$ cat src/rtl/sbd_pkg.sv
// Shared types, codes and helpers for the system bus decoder.
`default_nettype none

package sbd_pkg;

    // Request commands
    localparam logic [1:0] CMD_READ  = 2'd0;
    localparam logic [1:0] CMD_WRITE = 2'd1;
    localparam logic [1:0] CMD_LOAD  = 2'd2;

    // Device codes on address bits 59:56
    localparam logic [3:0] DEV_RAM  = 4'h0;
    localparam logic [3:0] DEV_PORT = 4'h1;
    localparam logic [3:0] DEV_ROM  = 4'hF;

    // Fault codes
    localparam logic [1:0] FAULT_OK       = 2'd0;
    localparam logic [1:0] FAULT_CARD     = 2'd1;
    localparam logic [1:0] FAULT_UNMAPPED = 2'd2;

    localparam logic [15:0] VALID_CARDS  = 16'h8003;
    localparam logic [63:0] FILL_PATTERN = 64'hCCCC_CCCC_CCCC_CCCC;

    // Offset bits carried through the queue: covers the largest RAM or ROM
    localparam int OFS_BITS = 24;

    // Queue depth between front and back
    localparam int Q_DEPTH = 2;

    // Operation codes decided by the front
    typedef logic [2:0] op_t;
    localparam op_t OP_NONE    = 3'd0;
    localparam op_t OP_FILL    = 3'd1;
    localparam op_t OP_RAM_RD  = 3'd2;
    localparam op_t OP_RAM_WR  = 3'd3;
    localparam op_t OP_ROM_RD  = 3'd4;
    localparam op_t OP_ROM_LD  = 3'd5;
    localparam op_t OP_PORT_RD = 3'd6;
    localparam op_t OP_PORT_WR = 3'd7;

    typedef struct packed {
        op_t                 op;
        logic [1:0]          fault;
        logic [1:0]          size_code;
        logic [OFS_BITS-1:0] ofs;
        logic [63:0]         data;   // store data, or port input for a port read
    } item_t;

    function automatic logic [63:0] size_mask(input logic [1:0] size_code);
        logic [63:0] m;
        unique case (size_code)
            2'd0:    m = 64'h0000_0000_0000_00FF;
            2'd1:    m = 64'h0000_0000_0000_FFFF;
            2'd2:    m = 64'h0000_0000_FFFF_FFFF;
            default: m = 64'hFFFF_FFFF_FFFF_FFFF;
        endcase
        return m;
    endfunction

    function automatic logic [7:0] lane_mask(input logic [1:0] size_code);
        logic [7:0] m;
        unique case (size_code)
            2'd0:    m = 8'h01;
            2'd1:    m = 8'h03;
            2'd2:    m = 8'h0F;
            default: m = 8'hFF;
        endcase
        return m;
    endfunction

endpackage

`default_nettype wire

$ cat src/rtl/sbd_if.sv
// Request and response channel interfaces of the system bus decoder.
`default_nettype none

interface sbd_req_if;
    logic        valid;
    logic        ready;
    logic [1:0]  command;
    logic [63:0] address;
    logic [1:0]  size_code;
    logic [63:0] write_data;
    logic [63:0] port_input_value;

    modport source (
        output valid, command, address, size_code, write_data, port_input_value,
        input  ready
    );
    modport sink (
        input  valid, command, address, size_code, write_data, port_input_value,
        output ready
    );
endinterface


`default_nettype wire

$ cat src/rtl/sbd_front.sv
// Front end: accepts bus requests and decodes card, device and operation.
`default_nettype none

module sbd_front (
    sbd_req_if.sink        req,
    input  logic           q_ready,
    output logic           push,
    output sbd_pkg::item_t push_item
);
    import sbd_pkg::*;

    logic [3:0] card;
    logic [3:0] dev;
    logic       card_ok;
    logic       is_read;
    op_t        op;
    logic [1:0] fault;

    assign card    = req.address[63:60];
    assign dev     = req.address[59:56];
    assign card_ok = VALID_CARDS[card];
    assign is_read = (req.command == CMD_READ);

    always_comb
    begin
        op    = OP_NONE;
        fault = FAULT_OK;
        unique case (req.command) inside
            CMD_LOAD:
            begin
                op = OP_ROM_LD;
            end
            CMD_READ, CMD_WRITE:
            begin
                if (!card_ok)
                begin
                    fault = FAULT_CARD;
                    op    = is_read ? OP_FILL : OP_NONE;
                end
                else if (dev == DEV_RAM)
                begin
                    op = is_read ? OP_RAM_RD : OP_RAM_WR;
                end
                else if (dev == DEV_PORT)
                begin
                    op = is_read ? OP_PORT_RD : OP_PORT_WR;
                end
                else if (dev == DEV_ROM && is_read)
                begin
                    op = OP_ROM_RD;
                end
                else
                begin
                    // unmapped device, or a store to ROM
                    fault = FAULT_UNMAPPED;
                    op    = is_read ? OP_FILL : OP_NONE;
                end
            end
            default:
            begin
                op = OP_NONE;
            end
        endcase
    end

    assign req.ready = q_ready;
    assign push      = req.valid && q_ready;

    always_comb
    begin
        push_item.op        = op;
        push_item.fault     = fault;
        push_item.size_code = req.size_code;
        push_item.ofs       = req.address[OFS_BITS-1:0];
        push_item.data      = (op == OP_PORT_RD) ? req.port_input_value : req.write_data;
    end

endmodule

`default_nettype wire

$ cat src/flat_wrapper.sv
// flat-port wrapper written by rule: the top's interface ports become plain ports
module sbd_front_flat import sbd_pkg::*;
  (q_ready, push, push_item, req_valid, req_command, req_address, req_size_code, req_write_data, req_port_input_value, req_ready);
  sbd_req_if req_i ();
  input  logic q_ready;
  output logic push;
  output sbd_pkg::item_t push_item;
  input wire logic [$bits(req_i.valid)-1:0] req_valid;
  input wire logic [$bits(req_i.command)-1:0] req_command;
  input wire logic [$bits(req_i.address)-1:0] req_address;
  input wire logic [$bits(req_i.size_code)-1:0] req_size_code;
  input wire logic [$bits(req_i.write_data)-1:0] req_write_data;
  input wire logic [$bits(req_i.port_input_value)-1:0] req_port_input_value;
  output wire logic [$bits(req_i.ready)-1:0] req_ready;
  assign req_i.valid = req_valid;
  assign req_i.command = req_command;
  assign req_i.address = req_address;
  assign req_i.size_code = req_size_code;
  assign req_i.write_data = req_write_data;
  assign req_i.port_input_value = req_port_input_value;
  assign req_ready = req_i.ready;
  sbd_front u_core (.req(req_i), .q_ready(q_ready), .push(push), .push_item(push_item));
endmodule
$ cat config.mk
export PLATFORM = sky130hd
export DESIGN_NAME = sbd_front_flat
export DESIGN_NICKNAME = d
export VERILOG_FILES = /design/src/rtl/sbd_pkg.sv /design/src/rtl/sbd_if.sv /design/src/rtl/sbd_front.sv /design/src/flat_wrapper.sv
export SDC_FILE = /design/constraint.sdc
export NUM_CORES = 1
export LEC_CHECK = 0
export ABC_CLOCK_PERIOD_IN_PS = 3200
export BUFFER_PORTS_ARGS = -buffer_cell sky130_fd_sc_hd__buf_2
export CAP_MARGIN = 5
export CORE_AREA = 5 5 112 114
export DETAILED_ROUTE_END_ITERATION = 8
export DIE_AREA = 0 0 117 119
export GPL_ROUTABILITY_DRIVEN = 1
export SLEW_MARGIN = 0
export SYNTH_ARGS = -nofsm -noshare
export SYNTH_HDL_FRONTEND = slang
export SYNTH_SLANG_ARGS = --single-unit
$ cat constraint.sdc
create_clock -name vclk -period 3.2
set_input_delay 0.16 -clock vclk [all_inputs]
set_output_delay 0.16 -clock vclk [all_outputs]
set_load 0.01 [all_outputs]
==> results of run 1 <==
-- cell type report --
cell class / instances / area [µm²]
multi-input cells: 80 / 1070
well taps: 143 / 179
repair buffers: 211 / 1060
inverters: 1 / 3.75
fillers: 1247 / 9010
-- per-stage QoR --
step                      worst slack [ps]  cells  area, µm²
after global routing                   891    435       2310
after floorplan                       1560    115       1400
after CTS                              971    435       2310
after global placement                1010    435       2310
after detailed placement               972    435       2310
final                                  950    435       2310
-- power by group --
group          internal [W]  leakage (nW)  switching (W)  total [W]
clock network             0             0              0          0
registers                 0             0              0          0
logic              0.000148          1.48      0.0000856   0.000234
total              0.000148          1.48      0.0000856   0.000234
-- critical path: stages --
cell and delay (ps):
buf_2 100, or3_1 440, a211o_4 670, mux2_4 470
buf_2 140
-- routing by layer --
layer / part of all wire / track usage / up-vias
met2: 0.56 / 0.129 / 89
li1: - / - / 752
met4: 0.0064 / 0.00717 / 0
met5: 0 / 0 / -
met3: 0.12 / 0.00304 / 8
met1: 0.32 / 0.0588 / 720
-- synth_stat cells (all sizes together) --
cell	count
inv	1
a211o	1
or3b	1
or3	2
a21oi	2
mux2	64
nor2	1
o211a	1
buf	34
a2bb2oi	1
nand2	1
and2	1
nand4	2
a221o	1
a211oi	2
-- logic make-up after synthesis --
logic type / after synthesis / share of synthesized area
buffers and inverters: 35 / 0.241
AO/OA/AOI/OAI: 8 / 0.0447
AND/OR/NAND/NOR: 8 / 0.0376
multiplexers: 64 / 0.676
-- worst paths after layout --
path | from | endpoint | slack (ps) | depth (start not counted)
setup / recovery | req_address[59] | push_item[5] | 950 | 5
hold / removal | req_address[1] | push_item[65] | 320 | 0
==> flow_metrics.py, run 1 <==
metrics = {
    "power": {
        "max-vdd-ir-drop_uv": 31.4,
        "p_leak_nw": 1.48,
        "cellPowerDensity_nw_per_um2": 101,
        "power.total_w": 0.000234,
    },
    "global_route": {
        "overflow": 0,
        "grt_pass1_wl_um": 7070,
        "grt_max_degree": 65,
        "grt_pass1_vias": 1557,
        "antenna_found_initial": 0,
        "grt_util_all_layers": 0.0588,
    },
    "route": {
        "wl_per_cell_um": 12.2,
        "drt-total-wl_um": 5300,
        "avgViaCountPerCell": 3.61,
        "first_iter_violations": 22,
        "drtPass1Iterations": 3,
        "postRouteAntennaNets": 0,
        "drcViolationCount": 0,
        "vias": 1569,
    },
    "finish": {
        "clockBufferCount": 0,
        "nets": 492,
        "area_growth_pct": 65.0,
        "seq_area_um2": 0,
        "utilization": 0.204,
        "drive_above_1_share": 0.949,
        "numSequentialCells": 0,
        "final_common_cell": "buf_2",
        "diodes": 0,
        "final_cell_mix": "buf_2, mux2_4, mux2_2",
    },
    "timing": {
        "setup_viol": 0,
        "fin_crit_sh": 0.703,
        "finalSetupTns_ps": 0,
        "whs_ps": 320,
        "fmax_mhz": 444,
        "hold_violations": 0,
        "rsz0062_at_grt": "no",
        "slew_viol_final": 0,
        "worst-slew-pin-transition_ps": 1130,
        "post-route-min-period_ps": 2250,
        "relSlewSlack": 0.247,
    },
    "die": {
        "fp.dieArea_um2": 13900,
        "initial_core_util": 0.124,
        "ios": 295,
        "die_y_um": 119,
        "coreArea_um2": 11300,
        "die_w_um": 117,
        "fp-row-count": 39,
    },
    "flow_run": {
        "max-cap-violations": 0,
    },
    "status": {
        "status": "finished clean",
    },
    "placed_design": {
        "place_hpwl_um": 4780,
        "gp_congestion": 0.712,
        "io_buffers": 211,
    },
    "critical_path": {
        "end_kind": "primary output",
        "crit_path_max_fanout": 64,
        "cp-start-kind": "primary input",
        "required_ps": 3040,
        "crit_type": "primary input to primary output",
        "crit_arrival_ps": 2090,
    },
    "logic_synthesis": {
        "syn-mean-instance-area_um2": 12.2,
        "yosysWarnings": 0,
        "synth.top_cell.area_share": 0.644,
        "synth_top_area_cell": "mux2_4",
        "synth_fp_nets": 313,
        "syn_area_um2": 1400,
        "synth_cell_types": 19,
        "synthCells": 115,
        "synthTopCellsByArea": "mux2_4, buf_4, buf_12, mux2_2, a211oi_1",
        "ys_seq_area_frac": 0,
    },
    "clock_network": {
        "postCtsSetupBuffers": 0,
        "cts_resized": 0,
        "ctsHoldBuffers": 0,
    },
    "worst_hold_path": {
        "min_path_type": "primary input to primary output",
    },
}
No activity file was read; power rests on OpenSTA's default activity.
==> inputs of run 2 (changes only) <==
--- a/config.mk
+++ b/config.mk
@@ -5,12 +5,12 @@
 export SDC_FILE = /design/constraint.sdc
 export NUM_CORES = 1
 export LEC_CHECK = 0
-export ABC_CLOCK_PERIOD_IN_PS = 3200
+export ABC_CLOCK_PERIOD_IN_PS = 2300
 export BUFFER_PORTS_ARGS = -buffer_cell sky130_fd_sc_hd__buf_2
 export CAP_MARGIN = 5
-export CORE_AREA = 5 5 112 114
+export CORE_AREA = 5 5 110 112
 export DETAILED_ROUTE_END_ITERATION = 8
-export DIE_AREA = 0 0 117 119
+export DIE_AREA = 0 0 115 117
 export GPL_ROUTABILITY_DRIVEN = 1
 export SLEW_MARGIN = 0
 export SYNTH_ARGS = -nofsm -noshare
==> constraint.sdc (replaced) <==
create_clock -name vclk -period 2.3
set_input_delay 0.115 -clock vclk [all_inputs]
set_output_delay 0.115 -clock vclk [all_outputs]
set_load 0.01 [all_outputs]
==> flow_metrics.py, run 2 (synthesis results as in run 1) <==
metrics = {
    "status": {
        "status": "finished clean",
    },
    "die": {
        "initial_core_util": 0.126,
        "coreArea_um2": 11100,
        "die_y_um": 117,
        "ios": 295,
        "fp-row-count": 39,
        "fp.dieArea_um2": 13500,
        "die_w_um": 115,
    },
    "worst_hold_path": {
        "min_path_type": "primary input to primary output",
        "min_to": "push_item[67]",
        "worstHoldPathCells": 0,
        "min_from": "req_address[3]",
    },
    "finish": {
        "clockBufferCount": 0,
        "area_growth_pct": 68.4,
        "numSequentialCells": 0,
        "final_common_cell": "buf_2",
        "seq_area_um2": 0,
        "final_cell_mix": "buf_2, mux2_4, mux2_2",
        "nets": 495,
        "drive_above_1_share": 0.949,
        "stdcell_area_um2": 2360,
        "diodes": 0,
    },
    "placed_design": {
        "place_area_um2": 2360,
        "io_buffers": 211,
        "gp_congestion": 0.664,
        "place_hpwl_um": 4920,
    },
    "route": {
        "drtPass1Iterations": 3,
        "postRouteAntennaNets": 0,
        "drt-total-wl_um": 5330,
        "first_iter_violations": 16,
        "vias": 1557,
        "drcViolationCount": 0,
        "wl_per_cell_um": 12.2,
        "avgViaCountPerCell": 3.55,
    },
    "global_route": {
        "overflow": 0,
        "grt_max_degree": 26,
        "met2_usage": 0.129,
        "use_met3": 0.00771,
        "grt_pass1_vias": 1488,
        "grt_pass1_wl_um": 6510,
        "antenna_found_initial": 0,
        "grt.busiest_layer": "met2",
        "grt_util_all_layers": 0.0571,
        "grt_use_met1": 0.0543,
    },
    "critical_path": {
        "required_ps": 2180,
        "path_cells": "buf_2 -> or3_1 -> a211o_4 -> buf_4 -> mux2_4 -> buf_2",
        "end_kind": "primary output",
        "crit_type": "primary input to primary output",
        "crit_path_max_fanout": 15,
        "slowest_stage": "a211o_4",
        "crit_arrival_ps": 1840,
        "slowest_delay_ps": 480,
        "crit_top_cell": "buf_2",
        "cp-start-kind": "primary input",
    },
    "timing": {
        "fin_crit_sh": 0.848,
        "slew_viol_final": 0,
        "post-route-min-period_ps": 1950,
        "finalSetupTns_ps": 0,
        "relSlewSlack": 0.760,
        "hold_violations": 0,
        "worst-slew-pin-transition_ps": 359,
        "setup_viol": 0,
        "rsz0062_at_grt": "no",
        "fmax_mhz": 512,
    },
    "power": {
        "cellPowerDensity_nw_per_um2": 139,
        "power.total_w": 0.000327,
        "max-vdd-ir-drop_uv": 61.2,
        "p_leak_nw": 1.50,
    },
    "clock_network": {
        "ctsHoldBuffers": 0,
        "postCtsSetupBuffers": 0,
        "cts_resized": 0,
    },
    "flow_run": {
        "max-cap-violations": 0,
    },
}
[run 2: cell count changes in the layout (fill, tap and decap cells not counted)]
cell    previous run  this run
buf_12             0         2
buf_4              0         1
[run 2: metal layers]
metal | vias to the layer above | part of all wire
met1 | 688 | 0.30
met2 | 107 | 0.55
met4 | 0 | 0.0043
li1 | 756 | -
met5 | - | 0
met3 | 6 | 0.14
[run 2: where the power goes]
group | internal (W) | leakage, nW | switching (W) | total, W
Sequential | 0 | 0 | 0 | 0
Combinational | 0.000207 | 1.50 | 0.000120 | 0.000327
Clock | 0 | 0 | 0 | 0
[run 2: worst max-delay path, delay by kind of cell]
family	cells	cell delay (ps)
multiplexers	1	300
AND/OR/NAND/NOR	1	440
buffers and inverters	3	490
AO/OA/AOI/OAI	1	480
[run 2: per-stage QoR]
stage               utilization  hold slack [ps]  setup WS (ps)  cells
CTS                       0.212              230            330    438
floorplan                     -              278            750    115
detailed placement        0.212              230            331    438
finish                    0.212              230            349    438
global route              0.212              230            289    438
global placement          0.212              230            352    438
[run 2: layout make-up]
cell class | count | area, µm²
inverter | 1 | 3.75
tap | 143 | 179
timing repair buffer | 214 | 1100
fill | 1225 | 8770
multi-input combinational | 80 | 1070
[run 2: how the worst max path moves through the flow]
stage / depth (start not counted) / slack, ps / start / to
detailed placement: 6 / 330 / req_address[59] / push_item[30]
finish: 6 / 350 / req_address[59] / push_item[62]
CTS: 6 / 330 / req_address[59] / push_item[30]
floorplan: 5 / 750 / req_address[59] / push_item[10]
global placement: 6 / 350 / req_address[59] / push_item[30]
global route: 6 / 290 / req_address[59] / push_item[58]
