`src/rtl/sbd_pkg.sv`:
```
// Shared types, codes and helpers for the system bus decoder.
`default_nettype none

package sbd_pkg;

    // Request commands
    localparam logic [1:0] CMD_READ  = 2'd0;
    localparam logic [1:0] CMD_WRITE = 2'd1;
    localparam logic [1:0] CMD_LOAD  = 2'd2;

    // Device codes on address bits 59:56
    localparam logic [3:0] DEV_RAM  = 4'h0;
    localparam logic [3:0] DEV_PORT = 4'h1;
    localparam logic [3:0] DEV_ROM  = 4'hF;

    // Fault codes
    localparam logic [1:0] FAULT_OK       = 2'd0;
    localparam logic [1:0] FAULT_CARD     = 2'd1;
    localparam logic [1:0] FAULT_UNMAPPED = 2'd2;

    localparam logic [15:0] VALID_CARDS  = 16'h8003;
    localparam logic [63:0] FILL_PATTERN = 64'hCCCC_CCCC_CCCC_CCCC;

    // Offset bits carried through the queue: covers the largest RAM or ROM
    localparam int OFS_BITS = 24;

    // Queue depth between front and back
    localparam int Q_DEPTH = 2;

    // Operation codes decided by the front
    typedef logic [2:0] op_t;
    localparam op_t OP_NONE    = 3'd0;
    localparam op_t OP_FILL    = 3'd1;
    localparam op_t OP_RAM_RD  = 3'd2;
    localparam op_t OP_RAM_WR  = 3'd3;
    localparam op_t OP_ROM_RD  = 3'd4;
    localparam op_t OP_ROM_LD  = 3'd5;
    localparam op_t OP_PORT_RD = 3'd6;
    localparam op_t OP_PORT_WR = 3'd7;

    typedef struct packed {
        op_t                 op;
        logic [1:0]          fault;
        logic [1:0]          size_code;
        logic [OFS_BITS-1:0] ofs;
        logic [63:0]         data;   // store data, or port input for a port read
    } item_t;

    function automatic logic [63:0] size_mask(input logic [1:0] size_code);
        logic [63:0] m;
        unique case (size_code)
            2'd0:    m = 64'h0000_0000_0000_00FF;
            2'd1:    m = 64'h0000_0000_0000_FFFF;
            2'd2:    m = 64'h0000_0000_FFFF_FFFF;
            default: m = 64'hFFFF_FFFF_FFFF_FFFF;
        endcase
        return m;
    endfunction

    function automatic logic [7:0] lane_mask(input logic [1:0] size_code);
        logic [7:0] m;
        unique case (size_code)
            2'd0:    m = 8'h01;
            2'd1:    m = 8'h03;
            2'd2:    m = 8'h0F;
            default: m = 8'hFF;
        endcase
        return m;
    endfunction

endpackage

`default_nettype wire

```
`src/rtl/sbd_queue.sv`:
```
// Two-entry queue of decoded requests between front and back.
`default_nettype none

module sbd_queue (
    input  logic           clk,
    input  logic           rst_n,
    input  logic           push,
    input  sbd_pkg::item_t push_item,
    output logic           ready,
    output logic           head_valid,
    output sbd_pkg::item_t head_item,
    input  logic           pop
);
    import sbd_pkg::*;

    localparam int PTR_BITS = $clog2(Q_DEPTH);
    localparam int CNT_BITS = $clog2(Q_DEPTH + 1);

    item_t               entry_reg [Q_DEPTH];
    logic [PTR_BITS-1:0] wr_ptr_reg;
    logic [PTR_BITS-1:0] wr_ptr_next;
    logic [PTR_BITS-1:0] rd_ptr_reg;
    logic [PTR_BITS-1:0] rd_ptr_next;
    logic [CNT_BITS-1:0] count_reg;
    logic [CNT_BITS-1:0] count_next;

    assign ready      = (count_reg != CNT_BITS'(Q_DEPTH));
    assign head_valid = (count_reg != '0);
    assign head_item  = entry_reg[rd_ptr_reg];

    always_comb
    begin
        wr_ptr_next = wr_ptr_reg;
        rd_ptr_next = rd_ptr_reg;
        count_next  = count_reg;
        if (push)
        begin
            wr_ptr_next = (wr_ptr_reg == PTR_BITS'(Q_DEPTH - 1)) ? '0 : wr_ptr_reg + 1'b1;
        end
        if (pop)
        begin
            rd_ptr_next = (rd_ptr_reg == PTR_BITS'(Q_DEPTH - 1)) ? '0 : rd_ptr_reg + 1'b1;
        end
        if (push && !pop)
        begin
            count_next = count_reg + 1'b1;
        end
        else if (pop && !push)
        begin
            count_next = count_reg - 1'b1;
        end
    end

    always_ff @(posedge clk or negedge rst_n)
    begin
        if (!rst_n)
        begin
            wr_ptr_reg <= '0;
            rd_ptr_reg <= '0;
            count_reg  <= '0;
        end
        else
        begin
            wr_ptr_reg <= wr_ptr_next;
            rd_ptr_reg <= rd_ptr_next;
            count_reg  <= count_next;
        end
    end

    always_ff @(posedge clk)
    begin
        if (push)
        begin
            entry_reg[wr_ptr_reg] <= push_item;
        end
    end

endmodule

`default_nettype wire

```
`config.mk`:
```
export PLATFORM = sky130hd
export DESIGN_NAME = sbd_queue
export DESIGN_NICKNAME = d
export VERILOG_FILES = /design/src/rtl/sbd_pkg.sv /design/src/rtl/sbd_queue.sv
export SDC_FILE = /design/constraint.sdc
export NUM_CORES = 1
export LEC_CHECK = 0
export BUFFER_PORTS_ARGS = -buffer_cell sky130_fd_sc_hd__buf_2
export CAP_MARGIN = 20
export CORE_UTILIZATION = 43
export CTS_BUF_LIST = sky130_fd_sc_hd__clkbuf_16
export CTS_CLUSTER_SIZE = 10
export DETAILED_ROUTE_END_ITERATION = 8
export HOLD_SLACK_MARGIN = 0.02
export PLACE_DENSITY = 0.67
export SLEW_MARGIN = 20
export SYNTH_ARGS = -nofsm -noshare
export SYNTH_HDL_FRONTEND = slang
export SYNTH_SLANG_ARGS = --single-unit
```
`constraint.sdc`:
```
create_clock -name clk -period 14.37 [get_ports clk]
set_input_delay 0.7185 -clock clk [delete_from_list [all_inputs] [get_ports clk]]
set_output_delay 0.7185 -clock clk [all_outputs]
set_load 0.005 [all_outputs]
```
==> flow_metrics.tcl, run 1 <==
set metrics [dict create \
    grt_max_degree 55 \
    startpoint_type "flip-flop" \
    p_comb_share_pct 26.3 \
    antenna_found_initial 1 \
    synth_edf_count 190 \
    ctsHoldBuffers 0 \
    finalInstanceArea_mm2 0.00896 \
    rsz0062_at_grt "false" \
    synth_xor_area_share_pct 0.604 \
    fin_crit_ns 3.41 \
    placed_cells 720 \
    drc 0 \
    ant_nets 0 \
    synth_warnings 0 \
    yosysUniqueCellTypes 17 \
    synth_ff_type "edfxtp_1" \
    setup_tns_ns 0 \
    viasPerCell 4.74 \
    utilization_pct 54.3 \
    ioPinCount 196 \
    cts_buffers 17 \
    worstPathArrival_ns 2.69 \
    drive_above_1_share_pct 61.1 \
    dieArea_mm2 0.0174 \
    seqPwrFrac_pct 47.9 \
    p_int_mw 1.24 \
    fin_nets 619 \
    synth-compound-area-share_pct 0 \
    die_width_um 132 \
    worst_slack_ns 10.96 \
    power_frac_clock_pct 25.7 \
    cellPowerDensity_mw_per_mm2 187 \
    grt_overflow 0 \
    fin_crit_sh_pct 23.8 \
    cellLeakagePower_nw 3.48 \
    area_delta_synth_final_pct 23.7 \
    worst_pin_slew_ns 0.880 \
    synth_top_family_by_area "multiplexers" \
    holdWs_ns 0.0856 \
    cpPeakStageDelay_ns 0.86 \
    slowest_stage "dfrtp_4" \
    max_freq_mhz 293 \
    syn_area_mm2 0.00725 \
    path_delay_family "buffers and inverters" \
    cp_cell_sequence "buf_4 -> mux2_2 -> buf_2" \
    status "finished clean" \
    grtUsageTotal_pct 14.8 \
    cp_max_fo 51 \
    synth_simple_gate_area_share_pct 0.397 \
    seq_area_frac_synth_pct 80.1 \
    syn_area_per_cell_um2 23.2 \
    p_switching_mw 0.445 \
    placed_area_mm2 0.00842 \
    async_reset_ff_share_pct 2.06 \
    switching_share_pct 26.5 \
    largest_reg_flops 190 \
    clkTransAtPathRegs_ns 0.07 \
    dr.pass1.iters 4 \
    final_max_slew_viol_count 0 \
    synth.area.mux_share_pct 16.8 \
    core_region_area_mm2 0.0165 \
    rows 47 \
    syn_nets 412 \
    cts_tree "done" \
    clock-root-buffer "clkbuf_16" \
    cts_htree_levels 4 \
    via_count 3567 \
    path_buf_inv 2 \
    finalPower_mw 1.68 \
    grt_pass1_wl_um 19200 \
    drt_wl_total_um 12400 \
    synthCells 312 \
    yosys_register_bits 194 \
    first_iter_violations 242 \
    setup_violations 0 \
    gp_congestion 0.734 \
    place_ws_ns 11.38 \
    irDropWorstVdd_mv 0.201 \
    fin_cells 753 \
    rrSetupSlack_ns 12.25 \
    clock_path_buffers 2 \
    end_kind "primary output" \
    reg2reg_depth 2 \
    r2r-end "entry_reg[1][90]$_DFFE_PP_" \
    min_path_type "primary input to asynchronous set/reset pin" \
    dp.final_hpwl_um 8140 \
    finClkSkew_ns 0.0100 \
    path_class "flip-flop to primary output" \
    post_cts_resized 0 \
    cts.sinks 194 \
    crit_required_ns 13.65 \
    postCtsSetupBuffers 0 \
    r2r_start "wr_ptr_reg$_DFFE_PN0P_" \
    port_buffers 195 \
    clk_latency_ns 0.42 \
    final-hold-violation-count 0 \
    wl_per_cell_um 16.5 \
    synthAdderAreaFrac_pct 0.173 \
    die_h_um 132 \
    max_slew_margin_pct 41.3 \
    start_util_pct 43.8 \
    maxCapViolCount 0 \
    grt_pass1_vias 3735 \
]
cell type report:
cell class | instances | area (um^2)
Antenna cell | 1 | 2.50
Timing Repair Buffer | 199 | 1020
Multi-Input combinational cell | 106 | 1320
Inverter | 1 | 3.75
Tap cell | 220 | 275
Fill cell | 1319 | 7560
Sequential cell | 194 | 5810
Clock inverter | 15 | 115
Clock buffer | 17 | 425
power by group through the flow:
stage	Combinational, mW	Clock, mW	Sequential (mW)
floorplan	0.326	0	0.795
global route	0.478	0.459	0.819
global placement	0.442	0	0.813
CTS	0.452	0.444	0.808
finish	0.443	0.432	0.806
detailed placement	0.451	0	0.819
synthesized netlist by cell type (4+ instances only):
cell type,instances,area (um^2)
edfxtp_1,190,5710
mux2_2,55,619
mux2_4,40,601
buf_2,5,25.0
buf_12,4,80.1
dfrtp_1,4,100
xor2_1,4,35.0
metal layers:
metal  GRT usage (%)  wire (um)  share of wire (%)  vias up
met5               0          0                  0        -
met1            18.7       5410                 44     1759
li1                -          -                  -     1648
met2            23.9       5970                 48      145
met4            6.46        191                1.5        0
met3            4.00        845                6.8       15
worst max-delay path by stage:
stage                            from                         end  slack, ns  depth (start not counted)
6_report       rd_ptr_reg$_DFFE_PN0P_                head_item[3]      10.96                          3
5_1_grt        rd_ptr_reg$_DFFE_PN0P_               head_item[74]      10.82                          3
4_1_cts        rd_ptr_reg$_DFFE_PN0P_                head_item[3]      10.91                          3
3_5_place_dp   rd_ptr_reg$_DFFE_PN0P_                head_item[3]      11.38                          3
3_3_place_gp                     push  entry_reg[0][25]$_DFFE_PP_      11.34                          3
2_1_floorplan                    push   entry_reg[0][0]$_DFFE_PP_       8.95                          1
placed cells by master, fill, tap and decap left out, types with 3 or more instances in the layout:
master	n
buf_2	195
buf_4	3
clkbuf_16	17
clkinv_1	5
clkinv_2	3
dfrtp_1	3
edfxtp_1	190
inv_6	3
mux2_2	55
mux2_4	40
xor2_1	4
logic make-up (layout without fill, tap and decap cells):
| family | count (synthesis) | in the layout |
|---|---|---|
| flip-flops | 194 | 194 |
| buffers and inverters | 12 | 232 |
| AND/OR/NAND/NOR | 5 | 5 |
| other | 0 | 1 |
| multiplexers | 95 | 95 |
| adder cells (fa/ha/maj) | 1 | 1 |
| XOR/XNOR | 5 | 5 |
Note: power is estimated with default switching activity, not from simulation.
==> run 2: changes to the inputs <==
PLACE_DENSITY = 0.7   (was 0.67)
clock period = 3.1 ns   (was 14.37 ns; I/O delays follow)
==> run 2 against run 1 <==
Compared with the run above:
- clock-buffer cell count is the same
- total power increased to 4.8 times the previous value
- die area unchanged
- non-clock buffer count increased by 99
- routed wire length increased by 6.3%
- critical path type unchanged
==> flow_metrics.tcl, run 2 (synthesized netlist as in run 1, its figures left out) <==
set metrics [dict create \
    cts_tree "done" \
    multi_input_area_mm2 0.00132 \
    die_h_um 132 \
    final-hold-violation-count 0 \
    fillCellCount 1192 \
    power_frac_clock_pct 27.3 \
    finClkSkew_ns 0.00585 \
    clock-root-buffer "clkbuf_16" \
    max_slew_margin_pct 53.2 \
    via_count 3885 \
    placed_cells 721 \
    holdWs_ns 0.0718 \
    cp_max_fo 23 \
    startpoint_type "flip-flop" \
    grt_pass1_vias 4213 \
    end_kind "primary output" \
    setup_tns_ns 0 \
    wl_met2_um 6630 \
    layout_common_cells "195 x buf_2, 190 x edfxtp_1, 98 x dlygate4sd3_1, 55 x mux2_2, 40 x mux2_4" \
    finalInstanceArea_mm2 0.0100 \
    p_comb_share_pct 27.5 \
    irDropWorstVdd_mv 0.606 \
    cellLeakagePower_nw 3.94 \
    cts.sinks 194 \
    wl_per_cell_um 15.5 \
    dp.final_hpwl_um 8180 \
    cts_buffers 17 \
    maxUsedRoutingLayer "met4" \
    clkTransAtPathRegs_ns 0.06 \
    fin_crit_sh_pct 70.0 \
    grt_max_degree 55 \
    start_util_pct 43.8 \
    grt_pass1_wl_um 20900 \
    worstPathArrival_ns 2.01 \
    seqPwrFrac_pct 45.2 \
    finalPower_mw 8.13 \
    port_buffers 195 \
    ant_nets 0 \
    fin_cells 850 \
    first_iter_violations 204 \
    largest_reg_flops 190 \
    worst_pin_slew_ns 0.702 \
    utilization_pct 60.7 \
    fin_crit_ns 2.17 \
    switching_share_pct 25.4 \
    grt_overflow 0 \
    min_path_type "primary input to asynchronous set/reset pin" \
    grtUsageTotal_pct 15.8 \
    maxCapViolCount 0 \
    status "finished clean" \
    gp_congestion 0.749 \
    antenna_found_initial 0 \
    final_max_slew_viol_count 0 \
    setup_violations 0 \
    post_cts_resized 0 \
    placed_area_mm2 0.00844 \
    cellPowerDensity_mw_per_mm2 811 \
    rsz0062_at_grt "false" \
    wl_met3_um 954 \
    p_switching_mw 2.07 \
    fin_nets 718 \
    cts_htree_levels 4 \
    area_delta_synth_final_pct 38.3 \
    seqCellArea_mm2 0.00581 \
    clock_path_buffers 2 \
    worst_slack_ns 0.931 \
    drc 0 \
    crit_required_ns 2.94 \
    final_common_cell "buf_2" \
    place_ws_ns 1.34 \
    core_region_area_mm2 0.0165 \
    drive_above_1_share_pct 51.6 \
    wl_met1_um 5430 \
    dr.pass1.iters 4 \
    p_int_mw 6.06 \
    path_class "flip-flop to primary output" \
    die_width_um 132 \
    drt_wl_total_um 13200 \
    viasPerCell 4.57 \
    dieArea_mm2 0.0174 \
    rows 47 \
    max_freq_mhz 461 \
    antenna_cells 0 \
    clk_latency_ns 0.42 \
    ioPinCount 196 \
]
## run 2: cell count changes in the layout (fill, tap and decap cells not counted), sizes merged
cell         before  now
clkinv           10    6
bufinv            1    4
clkinvlp          1    0
diode             1    0
buf             199  200
dlygate4sd3       0   98
inv               4    5
## run 2: final timing paths
kind	endpoint	slack (ns)	start	cells past startpoint
min in group clk	entry_reg[1][16]$_DFFE_PP_	0.46	push_item[16]	2
max in group asynchronous	rd_ptr_reg$_DFFE_PN0P_	2.89	rst_n	2
max	head_item[74]	0.93	rd_ptr_reg$_DFFE_PN0P_	3
min	count_reg[0]$_DFFE_PN0P_	0.07	rst_n	2
min reg2reg	count_reg[1]$_DFFE_PN0P_	0.50	count_reg[1]$_DFFE_PN0P_	1
max reg2reg	entry_reg[1][38]$_DFFE_PP_	1.35	wr_ptr_reg$_DFFE_PN0P_	2
## run 2: per-layer routing
| metal | vias to the layer above | global-route usage, % |
|---|---|---|
| met5 | - | 0 |
| met3 | 14 | 5.23 |
| met1 | 1875 | 18.7 |
| met4 | 0 | 6.14 |
| li1 | 1842 | - |
| met2 | 154 | 26.6 |
## run 2: area by class of cell
class | count | area share (%)
clock buffers | 17 | 4.24
flip-flops and latches | 194 | 58.0
inverters | 1 | 0.0374
repair buffers | 298 | 20.1
clock inverters | 14 | 1.75
well taps | 220 | 2.75
multi-input cells | 106 | 13.1
## run 2: power by group through the flow
stage | clock [mW] | combinational (mW) | sequential, mW
2_1_floorplan | 0 | 1.51 | 3.65
3_3_place_gp | 0 | 2.13 | 3.71
3_5_place_dp | 0 | 2.16 | 3.74
4_1_cts | 2.27 | 2.27 | 3.68
5_1_grt | 2.35 | 2.40 | 3.73
6_report | 2.22 | 2.23 | 3.67
## run 2: timing repair
| item | 4_1_cts | 5_1_grt |
|---|---|---|
| buffers inserted | 0 | 0 |
| hold endpoints to repair | 196 | 0 |
| hold buffers | 98 | 0 |
## run 2: worst max-delay path, stage by stage (launching register included)
cell and delay (ns):
dfrtp_4 0.64, buf_4 0.42, mux2_2 0.39, buf_2 0.13
